--- src/design/gsc_pkg.sv ---
// ----------------------------------------------------------------------------
// gsc_pkg
// Shared widths, register indexes and reset values for the gamepad sample
// conditioner.
// ----------------------------------------------------------------------------
package gsc_pkg;

    localparam int AXIS_W  = 16;
    localparam int Q15_W   = 15;
    localparam int TRIG_W  = 8;
    localparam int BTN_W   = 14;
    localparam int CFG_IDX_W  = 2;
    localparam int CFG_DATA_W = 16;

    localparam int BUTTON_COUNT_DEF = 14;

    localparam logic [CFG_IDX_W-1:0] REG_DEAD_LOW  = 2'd0;
    localparam logic [CFG_IDX_W-1:0] REG_DEAD_HIGH = 2'd1;
    localparam logic [CFG_IDX_W-1:0] REG_TRIG_THR  = 2'd2;

    localparam logic [Q15_W-1:0]  DEAD_LOW_RST  = 15'd8689;
    localparam logic [Q15_W-1:0]  DEAD_HIGH_RST = 15'd31129;
    localparam logic [TRIG_W-1:0] TRIG_THR_RST  = 8'd30;

    localparam logic [Q15_W-1:0] FULL_Q15 = 15'd32767;

    typedef struct packed {
        logic start;
        logic busy;
    } lane_ctl_t;

endpackage

--- src/design/gsc_divider.sv ---
// ----------------------------------------------------------------------------
// gsc_divider
// Restoring divider, one quotient bit per cycle, 32-bit dividend and
// 16-bit divisor, 32-bit quotient.
// ----------------------------------------------------------------------------
module gsc_divider
    import gsc_pkg::*;
(
    input  logic        clk,
    input  logic        rst_n,
    input  logic        start,
    input  logic [31:0] dividend,
    input  logic [15:0] divisor,
    output logic        done,
    output logic [31:0] quotient
);

    logic [31:0] quo_reg, quo_next;
    logic [16:0] rem_reg, rem_next;
    logic [15:0] dvs_reg;
    logic [5:0]  cnt_reg, cnt_next;
    logic        busy_reg, busy_next;
    logic        done_reg, done_next;
    logic [16:0] trial;
    logic [17:0] diff;

    always_comb
    begin
        trial     = {rem_reg[15:0], quo_reg[31]};
        diff      = {1'b0, trial} - {2'b0, dvs_reg};
        quo_next  = quo_reg;
        rem_next  = rem_reg;
        cnt_next  = cnt_reg;
        busy_next = busy_reg;
        done_next = 1'b0;
        if (start)
        begin
            quo_next  = dividend;
            rem_next  = '0;
            cnt_next  = 6'd0;
            busy_next = 1'b1;
        end
        else if (busy_reg)
        begin
            if (!diff[17])
            begin
                rem_next = diff[16:0];
                quo_next = {quo_reg[30:0], 1'b1};
            end
            else
            begin
                rem_next = trial;
                quo_next = {quo_reg[30:0], 1'b0};
            end
            cnt_next = cnt_reg + 6'd1;
            if (cnt_reg == 6'd31)
            begin
                busy_next = 1'b0;
                done_next = 1'b1;
            end
        end
    end

    always_ff @(posedge clk or negedge rst_n)
    begin
        if (!rst_n)
        begin
            busy_reg <= 1'b0;
            done_reg <= 1'b0;
            cnt_reg  <= '0;
        end
        else
        begin
            busy_reg <= busy_next;
            done_reg <= done_next;
            cnt_reg  <= cnt_next;
        end
    end

    always_ff @(posedge clk)
    begin
        quo_reg <= quo_next;
        rem_reg <= rem_next;
        if (start)
            dvs_reg <= divisor;
    end

    assign done     = done_reg;
    assign quotient = quo_reg;

endmodule

--- src/design/gsc_trigger_lane.sv ---
// ----------------------------------------------------------------------------
// gsc_trigger_lane
// One trigger: threshold, offset and rounded division over the span.
// ----------------------------------------------------------------------------
module gsc_trigger_lane
    import gsc_pkg::*;
(
    input  logic              clk,
    input  logic              rst_n,
    input  logic              start,
    input  logic [TRIG_W-1:0] raw,
    input  logic [TRIG_W-1:0] thr,
    output logic              done,
    output logic [Q15_W-1:0]  val
);

    logic        zero_reg;
    logic        wait_reg;
    logic        done_reg;
    logic [Q15_W-1:0] val_reg;
    logic [7:0]  span;
    logic [31:0] num;
    logic        div_done;
    logic [31:0] div_q;
    logic        go;

    assign span = 8'd255 - thr;
    assign num  = 32'(raw - thr) * 32'd32767 + 32'(span[7:1]);
    assign go   = start && (raw > thr);

    gsc_divider u_div (
        .clk      (clk),
        .rst_n    (rst_n),
        .start    (go),
        .dividend (num),
        .divisor  ({8'd0, span}),
        .done     (div_done),
        .quotient (div_q)
    );

    always_ff @(posedge clk or negedge rst_n)
    begin
        if (!rst_n)
        begin
            wait_reg <= 1'b0;
            done_reg <= 1'b0;
        end
        else
        begin
            done_reg <= (start && !go) || (wait_reg && div_done);
            if (go)
                wait_reg <= 1'b1;
            else if (div_done)
                wait_reg <= 1'b0;
        end
    end

    always_ff @(posedge clk)
    begin
        if (start && !go)
            val_reg <= '0;
        else if (wait_reg && div_done)
            val_reg <= div_q[Q15_W-1:0];
    end

    assign zero_reg = 1'b0;
    assign done = done_reg | zero_reg;
    assign val  = val_reg;

endmodule

--- config.mk ---
export PLATFORM = sky130hd
export DESIGN_NAME = gsc_trigger_lane
export DESIGN_NICKNAME = d
export VERILOG_FILES = /design/src/design/gsc_pkg.sv /design/src/design/gsc_divider.sv /design/src/design/gsc_trigger_lane.sv
export SDC_FILE = /design/constraint.sdc
export NUM_CORES = 1
export LEC_CHECK = 0
export BUFFER_PORTS_ARGS = -buffer_cell sky130_fd_sc_hd__buf_2
export CORE_ASPECT_RATIO = 0.6
export CORE_MARGIN = 2
export CORE_UTILIZATION = 45
export CTS_CLUSTER_DIAMETER = 60
export DETAILED_ROUTE_END_ITERATION = 7
export GPL_ROUTABILITY_DRIVEN = 0
export PLACE_DENSITY_LB_ADDON = 0.1
export SETUP_SLACK_MARGIN = 0.1
export SYNTH_ARGS = -nofsm -noshare
export SYNTH_HDL_FRONTEND = slang
export SYNTH_SLANG_ARGS = --single-unit
--- constraint.sdc ---
create_clock -name clk -period 2.35 [get_ports clk]
set_input_delay 0.235 -clock clk [delete_from_list [all_inputs] [get_ports clk]]
set_output_delay 0.235 -clock clk [all_outputs]
set_load 0.1 [all_outputs]
==> results.py <==
metrics = {
    "outcome": {
        "status": "finished with violations",
        "violations": "negative setup slack",
    },
    "logic_synthesis": {
        "synthTopCellsByArea": "edfxtp_1, ha_1, dfxtp_1, fa_1, nand2_1",
        "synth_top_area_frac": 0.190,
        "yosysMostFrequentCell": "nand2_1",
        "ys_async_sr_fraction": 0.123,
        "syn_avg_cell_area_um2": 9.23,
        "synth.net_count": 812,
        "ys_seq_area_frac": 0.328,
        "syn-cell-area_um2": 6310,
        "synth_edf_count": 40,
        "synthTopCellsByCount": "nand2_1, inv_1, ha_1, a21oi_1, o21ai_0",
        "ys_ff_latch": 81,
        "synth_top_flop_cell": "edfxtp_1",
        "yosysTopAreaCell": "edfxtp_1",
        "yosysWarnings": 0,
        "synthDistinctLibCells": 58,
        "syn_inst": 684,
    },
    "global_routing": {
        "grtUsageTotal": 0.231,
        "grt_pass1_vias": 5233,
        "grt_max_degree": 36,
        "grt_overflow": 0,
        "grt_pass1_wl_mm": 26.7,
        "antenna_found_initial": 0,
    },
    "critical_path": {
        "r2r_slack_ns": 0.04,
        "cp_num_buf_inv": 4,
        "cp_common_cell": "fa_1",
        "r2r-start": "u_div.dvs_reg[1]$_DFFE_PP_",
        "slowest_stage": "fa_2",
        "crit_path_cell_trace": "buf_6, inv_6, ha_4, nor2b_4, o31a_1, o21ai_2, nand2b_1, xor2_2, fa_2, fa_2, fa_1, fa_1, inv_1, fa_1, inv_2, ha_4, nand2_4, nor3_4, a21oi_4, nor3b_4, a41oi_2, xnor2_1, o21ai_1",
        "setup.worst_path.class": "input pin to flop",
        "worstPathArrival_ns": 5.43,
        "cpPeakStageDelay_ns": 0.62,
        "r2r_end": "u_div.rem_reg[11]$_SDFFE_PP0P_",
        "crit_required_ns": 2.44,
        "reg2reg_depth": 10,
        "cp-end-kind": "flop",
        "crit_path_start_kind": "input pin",
        "worstPathMaxFanout": 4,
        "cp_top_family": "adder cells",
    },
    "place": {
        "dpl.hpwl_mm": 12.5,
        "port_buffers": 34,
    },
    "die": {
        "io_pins": 35,
        "initial_core_util": 0.462,
        "rows": 33,
        "die-area_um2": 15000,
        "fp.dieH_um": 95.7,
        "die_w_um": 157,
        "coreArea_um2": 13700,
    },
    "layout": {
        "ff_latch_area_um2": 2080,
        "multi_input_area_um2": 4630,
        "drive_gt1_frac": 0.385,
        "nNetsFinal": 998,
        "n_antenna_cell": 0,
        "area_delta_synth_final_pct": 44.5,
        "nFillCells": 1041,
        "post-route-util": 0.667,
        "largest_register_ff_count": 32,
    },
    "hold_path": {
        "worstHoldStart": "thr[6]",
        "hold_path.class": "input pin to flop",
        "whs_path_depth": 2,
        "min_to": "u_div.dvs_reg[6]$_DFFE_PP_",
    },
    "cts": {
        "clock-sinks": 81,
        "clockRootBuffer": "clkbuf_16",
        "htreeDepth": 3,
        "numCtsBuffers": 9,
        "cts_tree": "built",
        "clk_latency_ns": 0.34,
        "clkTransAtPathRegs_ns": 0.06,
        "cts_buffer_depth": 2,
    },
    "timing": {
        "finalCritPeriodShare": 2.27,
        "finalWorstSetupSlack_ns": -2.99,
        "hold_viol_final": 0,
        "finalMaxSlewViolations": 0,
        "finalWorstPathRequiredPeriod_ns": 5.34,
        "skew_ns": 0.00693,
        "clock.fmax_mhz": 187,
        "worst_pin_slew_ns": 0.540,
        "setup_viol": 30,
        "slew_headroom": 0.639,
        "rsz0062_at_grt": "true",
    },
    "detailed_routing": {
        "vias": 5421,
        "drtAntennaViolNets": 0,
        "via_per_inst": 5.08,
        "routedWlPerCell_um": 15.7,
        "drt-total-wl_mm": 16.8,
        "drt_iter0_markers": 304,
        "firstDrtPassIters": 5,
        "drcViolationCount": 0,
    },
    "job": {
        "maxCapViolCount": 0,
    },
}
==> cell type report <==
type,count,share of cell area
repair buffers,196,0.170
inverters,82,0.0357
well taps,192,0.0263
multi-input cells,500,0.507
clock buffers,10,0.0274
clock inverters,6,0.00521
flip-flops and latches,81,0.228
==> kinds of logic (layout without fill, tap and decap cells) <==
group                    after synthesis  count (layout)  synth area share
adder cells (fa/ha/maj)              109             109             0.253
AO/OA/AOI/OAI                        155             155             0.151
AND/OR/NAND/NOR                      190             190             0.140
multiplexers                           8               8            0.0129
XOR/XNOR                              38              38            0.0527
flip-flops                            81              81             0.328
buffers and inverters                103             294            0.0624
==> cell usage in the layout, fill, tap and decap left out, types with 14 or more instances in the layout <==
cell,instances
o21ai_0,24
fa_1,25
nand2_1,89
edfxtp_1,40
o21ai_1,17
inv_2,17
dfxtp_1,30
inv_1,63
a21oi_1,39
buf_4,142
buf_2,30
xnor2_1,14
ha_4,23
ha_1,55
nor2_1,34
xor2_1,16
buf_6,16
==> per-layer routing <==
metal | part of all wire | GRT usage | up-vias
met4 | 0.0060 | 0.0436 | 0
met3 | 0.043 | 0.0419 | 10
met2 | 0.41 | 0.342 | 110
met1 | 0.54 | 0.353 | 2590
li1 | - | - | 2711
met5 | 0 | 0 | -
==> through the flow <==
stage | instances | worst slack (ns) | instance area (µm²) | setup TNS [ns] | hold WS, ns
6_report | 1067 | -2.99 | 9120 | -77.47 | 0.241
5_1_grt | 1067 | -3.17 | 9120 | -85.32 | 0.225
4_1_cts | 1057 | -2.89 | 8810 | -75.61 | 0.233
3_5_place_dp | 1028 | -3.40 | 7980 | -102.55 | 0.101
3_3_place_gp | 1028 | -3.35 | 7980 | -100.59 | 0.0966
2_1_floorplan | 684 | -2.97 | 6560 | -90.52 | -0.0606
==> worst max path at each step <==
| stage | from | end | slack, ns | depth (start not counted) |
|---|---|---|---|---|
| after floorplan | raw[0] | u_div.quotient[23]$_DFFE_PP_ | -2.97 | 22 |
| after global placement | raw[0] | u_div.quotient[23]$_DFFE_PP_ | -3.35 | 23 |
| after detailed placement | raw[0] | u_div.quotient[23]$_DFFE_PP_ | -3.40 | 23 |
| after CTS | thr[1] | u_div.quotient[23]$_DFFE_PP_ | -2.89 | 23 |
| after global routing | thr[1] | u_div.quotient[23]$_DFFE_PP_ | -3.17 | 24 |
| final | thr[1] | u_div.quotient[23]$_DFFE_PP_ | -2.99 | 23 |
==> what timing repair did <==
item | in CTS | in global routing
hold buffers | 1 | 0
resized for setup | 97 | 44
cloned | 0 | 1
setup buffers | 12 | 12
endpoints found under the setup margin | 39 | 87
endpoints found under the hold margin | 10 | 0
pin swaps | 50 | 39
Power is left out: the tool's default activity adds up to more than one toggle a clock period on the data nets, which glitch-free logic cannot reach.
