$ cat config.mk
export PLATFORM = sky130hd
export DESIGN_NAME = gsc_stick_lane
export DESIGN_NICKNAME = d
export VERILOG_FILES = /design/src/design/gsc_pkg.sv /design/src/design/gsc_divider.sv /design/src/design/gsc_stick_lane.sv
export SDC_FILE = /design/constraint.sdc
export NUM_CORES = 2
export LEC_CHECK = 0
export ABC_AREA = 1
export BUFFER_PORTS_ARGS = -buffer_cell sky130_fd_sc_hd__buf_2
export CAP_MARGIN = 10
export CORE_MARGIN = 4
export CORE_UTILIZATION = 45
export DETAILED_ROUTE_END_ITERATION = 6
export HOLD_SLACK_MARGIN = 0.08
export SLEW_MARGIN = 40
export SYNTH_ARGS = -nofsm -noshare
export SYNTH_HDL_FRONTEND = slang
export SYNTH_SLANG_ARGS = --single-unit
$ cat constraint.sdc
create_clock -name clk -period 8.4 [get_ports clk]
set_input_delay 0.84 -clock clk [delete_from_list [all_inputs] [get_ports clk]]
set_output_delay 0.84 -clock clk [all_outputs]
set_load 0.005 [all_outputs]
$ cat src/design/gsc_pkg.sv
// ----------------------------------------------------------------------------
// gsc_pkg
// Shared widths, register indexes and reset values for the gamepad sample
// conditioner.
// ----------------------------------------------------------------------------
package gsc_pkg;

    localparam int AXIS_W  = 16;
    localparam int Q15_W   = 15;
    localparam int TRIG_W  = 8;
    localparam int BTN_W   = 14;
    localparam int CFG_IDX_W  = 2;
    localparam int CFG_DATA_W = 16;

    localparam int BUTTON_COUNT_DEF = 14;

    localparam logic [CFG_IDX_W-1:0] REG_DEAD_LOW  = 2'd0;
    localparam logic [CFG_IDX_W-1:0] REG_DEAD_HIGH = 2'd1;
    localparam logic [CFG_IDX_W-1:0] REG_TRIG_THR  = 2'd2;

    localparam logic [Q15_W-1:0]  DEAD_LOW_RST  = 15'd8689;
    localparam logic [Q15_W-1:0]  DEAD_HIGH_RST = 15'd31129;
    localparam logic [TRIG_W-1:0] TRIG_THR_RST  = 8'd30;

    localparam logic [Q15_W-1:0] FULL_Q15 = 15'd32767;

    typedef struct packed {
        logic start;
        logic busy;
    } lane_ctl_t;

endpackage

$ cat src/design/gsc_divider.sv
// ----------------------------------------------------------------------------
// gsc_divider
// Restoring divider, one quotient bit per cycle, 32-bit dividend and
// 16-bit divisor, 32-bit quotient.
// ----------------------------------------------------------------------------
module gsc_divider
    import gsc_pkg::*;
(
    input  logic        clk,
    input  logic        rst_n,
    input  logic        start,
    input  logic [31:0] dividend,
    input  logic [15:0] divisor,
    output logic        done,
    output logic [31:0] quotient
);

    logic [31:0] quo_reg, quo_next;
    logic [16:0] rem_reg, rem_next;
    logic [15:0] dvs_reg;
    logic [5:0]  cnt_reg, cnt_next;
    logic        busy_reg, busy_next;
    logic        done_reg, done_next;
    logic [16:0] trial;
    logic [17:0] diff;

    always_comb
    begin
        trial     = {rem_reg[15:0], quo_reg[31]};
        diff      = {1'b0, trial} - {2'b0, dvs_reg};
        quo_next  = quo_reg;
        rem_next  = rem_reg;
        cnt_next  = cnt_reg;
        busy_next = busy_reg;
        done_next = 1'b0;
        if (start)
        begin
            quo_next  = dividend;
            rem_next  = '0;
            cnt_next  = 6'd0;
            busy_next = 1'b1;
        end
        else if (busy_reg)
        begin
            if (!diff[17])
            begin
                rem_next = diff[16:0];
                quo_next = {quo_reg[30:0], 1'b1};
            end
            else
            begin
                rem_next = trial;
                quo_next = {quo_reg[30:0], 1'b0};
            end
            cnt_next = cnt_reg + 6'd1;
            if (cnt_reg == 6'd31)
            begin
                busy_next = 1'b0;
                done_next = 1'b1;
            end
        end
    end

    always_ff @(posedge clk or negedge rst_n)
    begin
        if (!rst_n)
        begin
            busy_reg <= 1'b0;
            done_reg <= 1'b0;
            cnt_reg  <= '0;
        end
        else
        begin
            busy_reg <= busy_next;
            done_reg <= done_next;
            cnt_reg  <= cnt_next;
        end
    end

    always_ff @(posedge clk)
    begin
        quo_reg <= quo_next;
        rem_reg <= rem_next;
        if (start)
            dvs_reg <= divisor;
    end

    assign done     = done_reg;
    assign quotient = quo_reg;

endmodule

$ cat src/design/gsc_stick_lane.sv
// ----------------------------------------------------------------------------
// gsc_stick_lane
// One stick: saturate, radius by bit-pair square root, dead-zone remap and
// rescale of both components through one shared serial divider.
// ----------------------------------------------------------------------------
module gsc_stick_lane
    import gsc_pkg::*;
(
    input  logic                     clk,
    input  logic                     rst_n,
    input  logic                     start,
    input  logic signed [AXIS_W-1:0] ax,
    input  logic signed [AXIS_W-1:0] ay,
    input  logic [Q15_W-1:0]         dead_low,
    input  logic [Q15_W-1:0]         dead_high,
    output logic                     done,
    output logic [AXIS_W-1:0]        ox,
    output logic [AXIS_W-1:0]        oy
);

    localparam logic [2:0] S_IDLE = 3'd0;
    localparam logic [2:0] S_SQ   = 3'd1;
    localparam logic [2:0] S_SQRT = 3'd2;
    localparam logic [2:0] S_MAP  = 3'd3;
    localparam logic [2:0] S_DIVC = 3'd4;
    localparam logic [2:0] S_DIVX = 3'd5;
    localparam logic [2:0] S_DIVY = 3'd6;
    localparam logic [2:0] S_DONE = 3'd7;

    logic [2:0]  state_reg;
    logic [15:0] mx_reg, my_reg;
    logic        sx_reg, sy_reg;
    logic [15:0] res_reg;
    logic [3:0]  it_reg;
    logic [15:0] c_reg;
    logic [15:0] ox_reg, oy_reg;
    logic        done_reg;

    logic [15:0] mx_in, my_in;
    logic [31:0] sq_x, sq_y;
    logic [31:0] sq_sum;
    logic [17:0] trial;

    logic        div_start;
    logic [31:0] div_dividend;
    logic [15:0] div_divisor;
    logic        div_done;
    logic [31:0] div_q;
    logic [15:0] qsat;

    function automatic logic [15:0] mag_of(input logic signed [15:0] v);
        logic [15:0] m;
        if (v[15])
            m = 16'(-v);
        else
            m = v;
        if (m > 16'd32767)
            m = 16'd32767;
        return m;
    endfunction

    assign mx_in = mag_of(ax);
    assign my_in = mag_of(ay);
    assign sq_x  = mx_reg * mx_reg;
    assign sq_y  = my_reg * my_reg;
    assign sq_sum = sq_x + sq_y;

    assign trial  = {res_reg, 2'b01};

    assign qsat     = (div_q > 32'd32767) ? 16'd32767 : div_q[15:0];

    // radix-4 square root, radicand bit pairs taken from its upper bits
    logic [31:0] rad_reg;
    logic [17:0] rem_reg;
    logic [19:0] rtry;
    logic [19:0] rsub;
    assign rtry = {rem_reg, rad_reg[31:30]};
    assign rsub = rtry - {2'b0, trial};

    // S_DIVX is entered either with a division already launched from S_DIVC,
    // or straight from S_MAP at full radius, which launches the x division.
    always_comb
    begin
        div_start    = 1'b0;
        div_dividend = '0;
        div_divisor  = res_reg;
        if (state_reg == S_MAP)
        begin
            if (res_reg > {1'b0, dead_low} && res_reg < {1'b0, dead_high})
            begin
                div_start    = 1'b1;
                div_dividend = 32'(res_reg - {1'b0, dead_low}) * 32'd32767;
                div_divisor  = 16'(dead_high - dead_low);
            end
            else if (res_reg > {1'b0, dead_low})
            begin
                div_start    = 1'b1;
                div_dividend = 32'(mx_reg) * 32'(FULL_Q15) + 32'(res_reg[15:1]);
            end
        end
        else if (state_reg == S_DIVC && div_done && div_q[15:0] != 16'd0)
        begin
            div_start    = 1'b1;
            div_dividend = 32'(mx_reg) * 32'(div_q[15:0]) + 32'(res_reg[15:1]);
        end
        else if (state_reg == S_DIVX && div_done)
        begin
            div_start    = 1'b1;
            div_dividend = 32'(my_reg) * 32'(c_reg) + 32'(res_reg[15:1]);
        end
    end

    gsc_divider u_div (
        .clk      (clk),
        .rst_n    (rst_n),
        .start    (div_start),
        .dividend (div_dividend),
        .divisor  (div_divisor),
        .done     (div_done),
        .quotient (div_q)
    );

    always_ff @(posedge clk or negedge rst_n)
    begin
        if (!rst_n)
        begin
            state_reg <= S_IDLE;
            done_reg  <= 1'b0;
        end
        else
        begin
            done_reg <= 1'b0;
            unique case (state_reg)
                S_IDLE:
                begin
                    if (start)
                        state_reg <= S_SQ;
                end
                S_SQ:
                    state_reg <= S_SQRT;
                S_SQRT:
                begin
                    if (it_reg == 4'd15)
                        state_reg <= S_MAP;
                end
                S_MAP:
                begin
                    if (res_reg == 16'd0 || res_reg <= {1'b0, dead_low})
                        state_reg <= S_DONE;
                    else if (res_reg >= {1'b0, dead_high})
                        state_reg <= S_DIVX;
                    else
                        state_reg <= S_DIVC;
                end
                S_DIVC:
                begin
                    if (div_done)
                        state_reg <= (div_q[15:0] == 16'd0) ? S_DONE : S_DIVX;
                end
                S_DIVX:
                begin
                    if (div_done)
                        state_reg <= S_DIVY;
                end
                S_DIVY:
                begin
                    if (div_done)
                        state_reg <= S_DONE;
                end
                S_DONE:
                begin
                    state_reg <= S_IDLE;
                    done_reg  <= 1'b1;
                end
                default:
                    state_reg <= S_IDLE;
            endcase
        end
    end

    always_ff @(posedge clk)
    begin
        unique case (state_reg)
            S_IDLE:
            begin
                if (start)
                begin
                    mx_reg <= mx_in;
                    my_reg <= my_in;
                    sx_reg <= ax[15];
                    sy_reg <= ay[15];
                    ox_reg <= '0;
                    oy_reg <= '0;
                    c_reg  <= '0;
                end
            end
            S_SQ:
            begin
                rad_reg <= sq_sum;
                rem_reg <= '0;
                res_reg <= '0;
                it_reg  <= '0;
            end
            S_SQRT:
            begin
                rad_reg <= {rad_reg[29:0], 2'b00};
                it_reg  <= it_reg + 4'd1;
                if (!rsub[19])
                begin
                    rem_reg <= rsub[17:0];
                    res_reg <= {res_reg[14:0], 1'b1};
                end
                else
                begin
                    rem_reg <= rtry[17:0];
                    res_reg <= {res_reg[14:0], 1'b0};
                end
            end
            S_MAP:
            begin
                if (res_reg >= {1'b0, dead_high} && res_reg > {1'b0, dead_low})
                    c_reg <= 16'd32767;
            end
            S_DIVC:
            begin
                if (div_done)
                    c_reg <= div_q[15:0];
            end
            S_DIVX:
            begin
                if (div_done)
                    ox_reg <= sx_reg ? 16'(-qsat) : qsat;
            end
            S_DIVY:
            begin
                if (div_done)
                    oy_reg <= sy_reg ? 16'(-qsat) : qsat;
            end
            default:
            begin
            end
        endcase
    end

    assign done = done_reg;
    assign ox   = ox_reg;
    assign oy   = oy_reg;

endmodule

==> flow_summary.toml <==
[timing]
finalClockSkew_ps = 29.7
slew_headroom = 0.401
period_needed_ps = 7760
finalSetupViolations = 0
max_freq_mhz = 129
timing_hold_violations_final = 0
finalCritPeriodShare = 0.924
fin_tns_setup_ps = 0
setup_ws_ps = 641
tightest_slew_ps = 898
slew_violations = 0
rsz0062_at_grt = "false"

[critical_path]
critPathTopFamily = "adder cells"
cp.arrival_ps = 8150
path_class = "reg -> reg"
required_ps = 8790
crit_slowest_cell = "edfxtp_1"
worstPathMaxFanout = 14
crit_path_end_kind = "register"
rrSetupSlack_ps = 640
max_stage_delay_ps = 920
critPathBufInv = 8
startpoint_type = "register"

[cells_and_area]
final_cells = 9235
syn_to_final_growth_pct = 6.73
fin_util = 0.484
layout-drive-gt1-share = 0.0540
layout_common_cells = "2025 x inv_1, 1431 x nand2_1, 1070 x fa_1"
layout.nets = 9270
layout_commonest_cell = "inv_1"

[drt]
drcViolationCount = 0
detail_route.vias_per_cell = 5.14
drt_iter0_markers = 3311
ant_nets = 0
wl_per_cell_um = 18.7
via_count = 47400
first_pass_iters = 6
wirelength_um = 173000

[status]
outcome = "finished clean"

[global_routing]
antenna_found_initial = 3
grt_pass1_wl_um = 277000
grt_usage = 0.249
grt_max_degree = 52
grt.overflow.total = 0
grt_pass1_vias = 49500

[clock_tree]
cts_buffers = 30
cts.clk_slew.worst_paths_ps = 60
cts_tree = "yes"
cts_buffer_depth = 3
cts_max_level = 1
post_cts_buffers = 0
clkSinkCount = 228
cts_root_buffer = "clkbuf_16"
clk_latency_ps = 650

[synthesis]
netlist_area_um2 = 60500
synth-seq-area-share = 0.109
yosysWarningCount = 0
ys_ff_latch = 228
syn_inst = 7391
syn_area_per_cell_um2 = 8.19
synth_area_leaders = "fa_1 35%, ha_1 14%, inv_1 13%"
synth_largest_area_cell = "fa_1"
muxShareOfSynthArea = 0
synth_xor_area_frac = 0.0308
synth_fa_ha_area_frac = 0.497
synth_top_family_by_area = "adder cells"
synth-simple-area-share = 0.143
synth_top_area_frac = 0.354
async_reset_ff_frac = 0.0526
synth_compound_area_frac = 0.0784
synth_ff_type = "edfxtp_1"
synthDistinctLibCells = 70
synth_edf_count = 200

[placement]
pre_cts_ws_ps = 251
port_buffers = 97
place_congestion = 0.964
place_inst = 9168
dpl.hpwl_um = 148000

[die]
die_h_um = 375
die-area_um2 = 140000
top_level_ports = 98
row_count = 134
fp.dieW_um = 375
floorplan.initialDensity = 0.454
core_area_um2 = 133000

[power_and_ir_drop]
powerDensity_nw_per_um2 = 235
p_leak_uw = 0.0351
vdd_drop_max_v = 0.00113

[flow_run]
drv_cap = 0

[min_path]
hold_class = "reg -> reg"
==> worst paths after layout <==
kind / from / endpoint / cells past startpoint
setup / recovery: mx_reg[8] / rad_reg[19] / 28
hold / removal: u_div.rem_reg[15] / u_div.rem_reg[15] / 2
setup reg to reg: mx_reg[8] / rad_reg[19] / 28
hold reg to reg: u_div.rem_reg[15] / u_div.rem_reg[15] / 2
max in group asynchronous: rst_n / state_reg[0] / 2
min in group asynchronous: rst_n / u_div.cnt_reg[1] / 2
==> cells by family (layout without fill, tap and decap cells) <==
group,after synthesis,after routing
other,1,4
AOI/OAI and AO/OA,842,842
xor gates and xnor gates,202,202
and+or+nand+nor,2094,2094
DFF,228,228
buffers and inverters,2260,2333
adders and majority gates,1764,1764
==> power by group <==
part	internal (uW)	switching [uW]	leakage, uW	total, uW
Combinational	4620	7970	0.0325	12600
Sequential	1220	0	0.00211	1220
Clock	759	626	0.000495	1380
Total	6590	8600	0.0351	15200
==> area by class of cell <==
cell class / instances / area [um^2]
Timing Repair Buffer: 241 / 1690
Clock inverter: 19 / 171
Antenna cell: 2 / 5.00
Clock buffer: 37 / 850
Multi-Input combinational cell: 4904 / 45400
Fill cell: 13300 / 68900
Tap cell: 1768 / 2210
Sequential cell: 228 / 6630
Inverter: 2036 / 7640
==> synth_stat cells (13+ instances only) <==
cell type	n
inv_1	2025
nand2_1	1434
fa_1	1070
ha_1	694
a21oi_1	332
o21ai_0	304
nor2_1	280
edfxtp_1	200
clkbuf_1	188
nand3_1	165
xor2_1	118
xnor2_1	77
nor3_1	53
a21o_1	43
nand4_1	42
or2_2	37
o21bai_1	24
nor4_1	20
a211oi_1	18
a31oi_1	16
buf_1	16
dfxtp_1	16
o211ai_1	16
buf_2	13
nand2_2	13
nand3b_1	13
==> repair_timing <==
item / in CTS / in global routing
endpoints found under the setup margin: 0 / 0
resized for setup: 0 / 0
hold endpoints to repair: 12 / 0
hold buffers: 1 / 0
==> per-stage QoR <==
stage | power (uW) | cell area, um^2 | hold slack, ps
CTS | 15300 | 64500 | 469
detailed placement | 13800 | 63500 | 454
finish | 15200 | 64600 | 470
global placement | 14000 | 63300 | 447
global route | 17100 | 64600 | 512
floorplan | 10500 | 60500 | 429
==> routing by layer <==
layer,global-route usage,up-vias,part of all wire
li1,-,22400,-
met1,0.349,23500,0.44
met2,0.410,1379,0.46
met3,0.0452,174,0.075
met4,0.0462,0,0.021
met5,0,-,0
==> worst register-to-register path, delay by kind of cell (launching register included) <==
kind            cells  cell delay (ps)
fa+ha+maj           9             4290
compound gates      3              650
simple gates        8             1160
buf+inv             8              500
flops               1              920
Power figures use the tool's default switching activity.
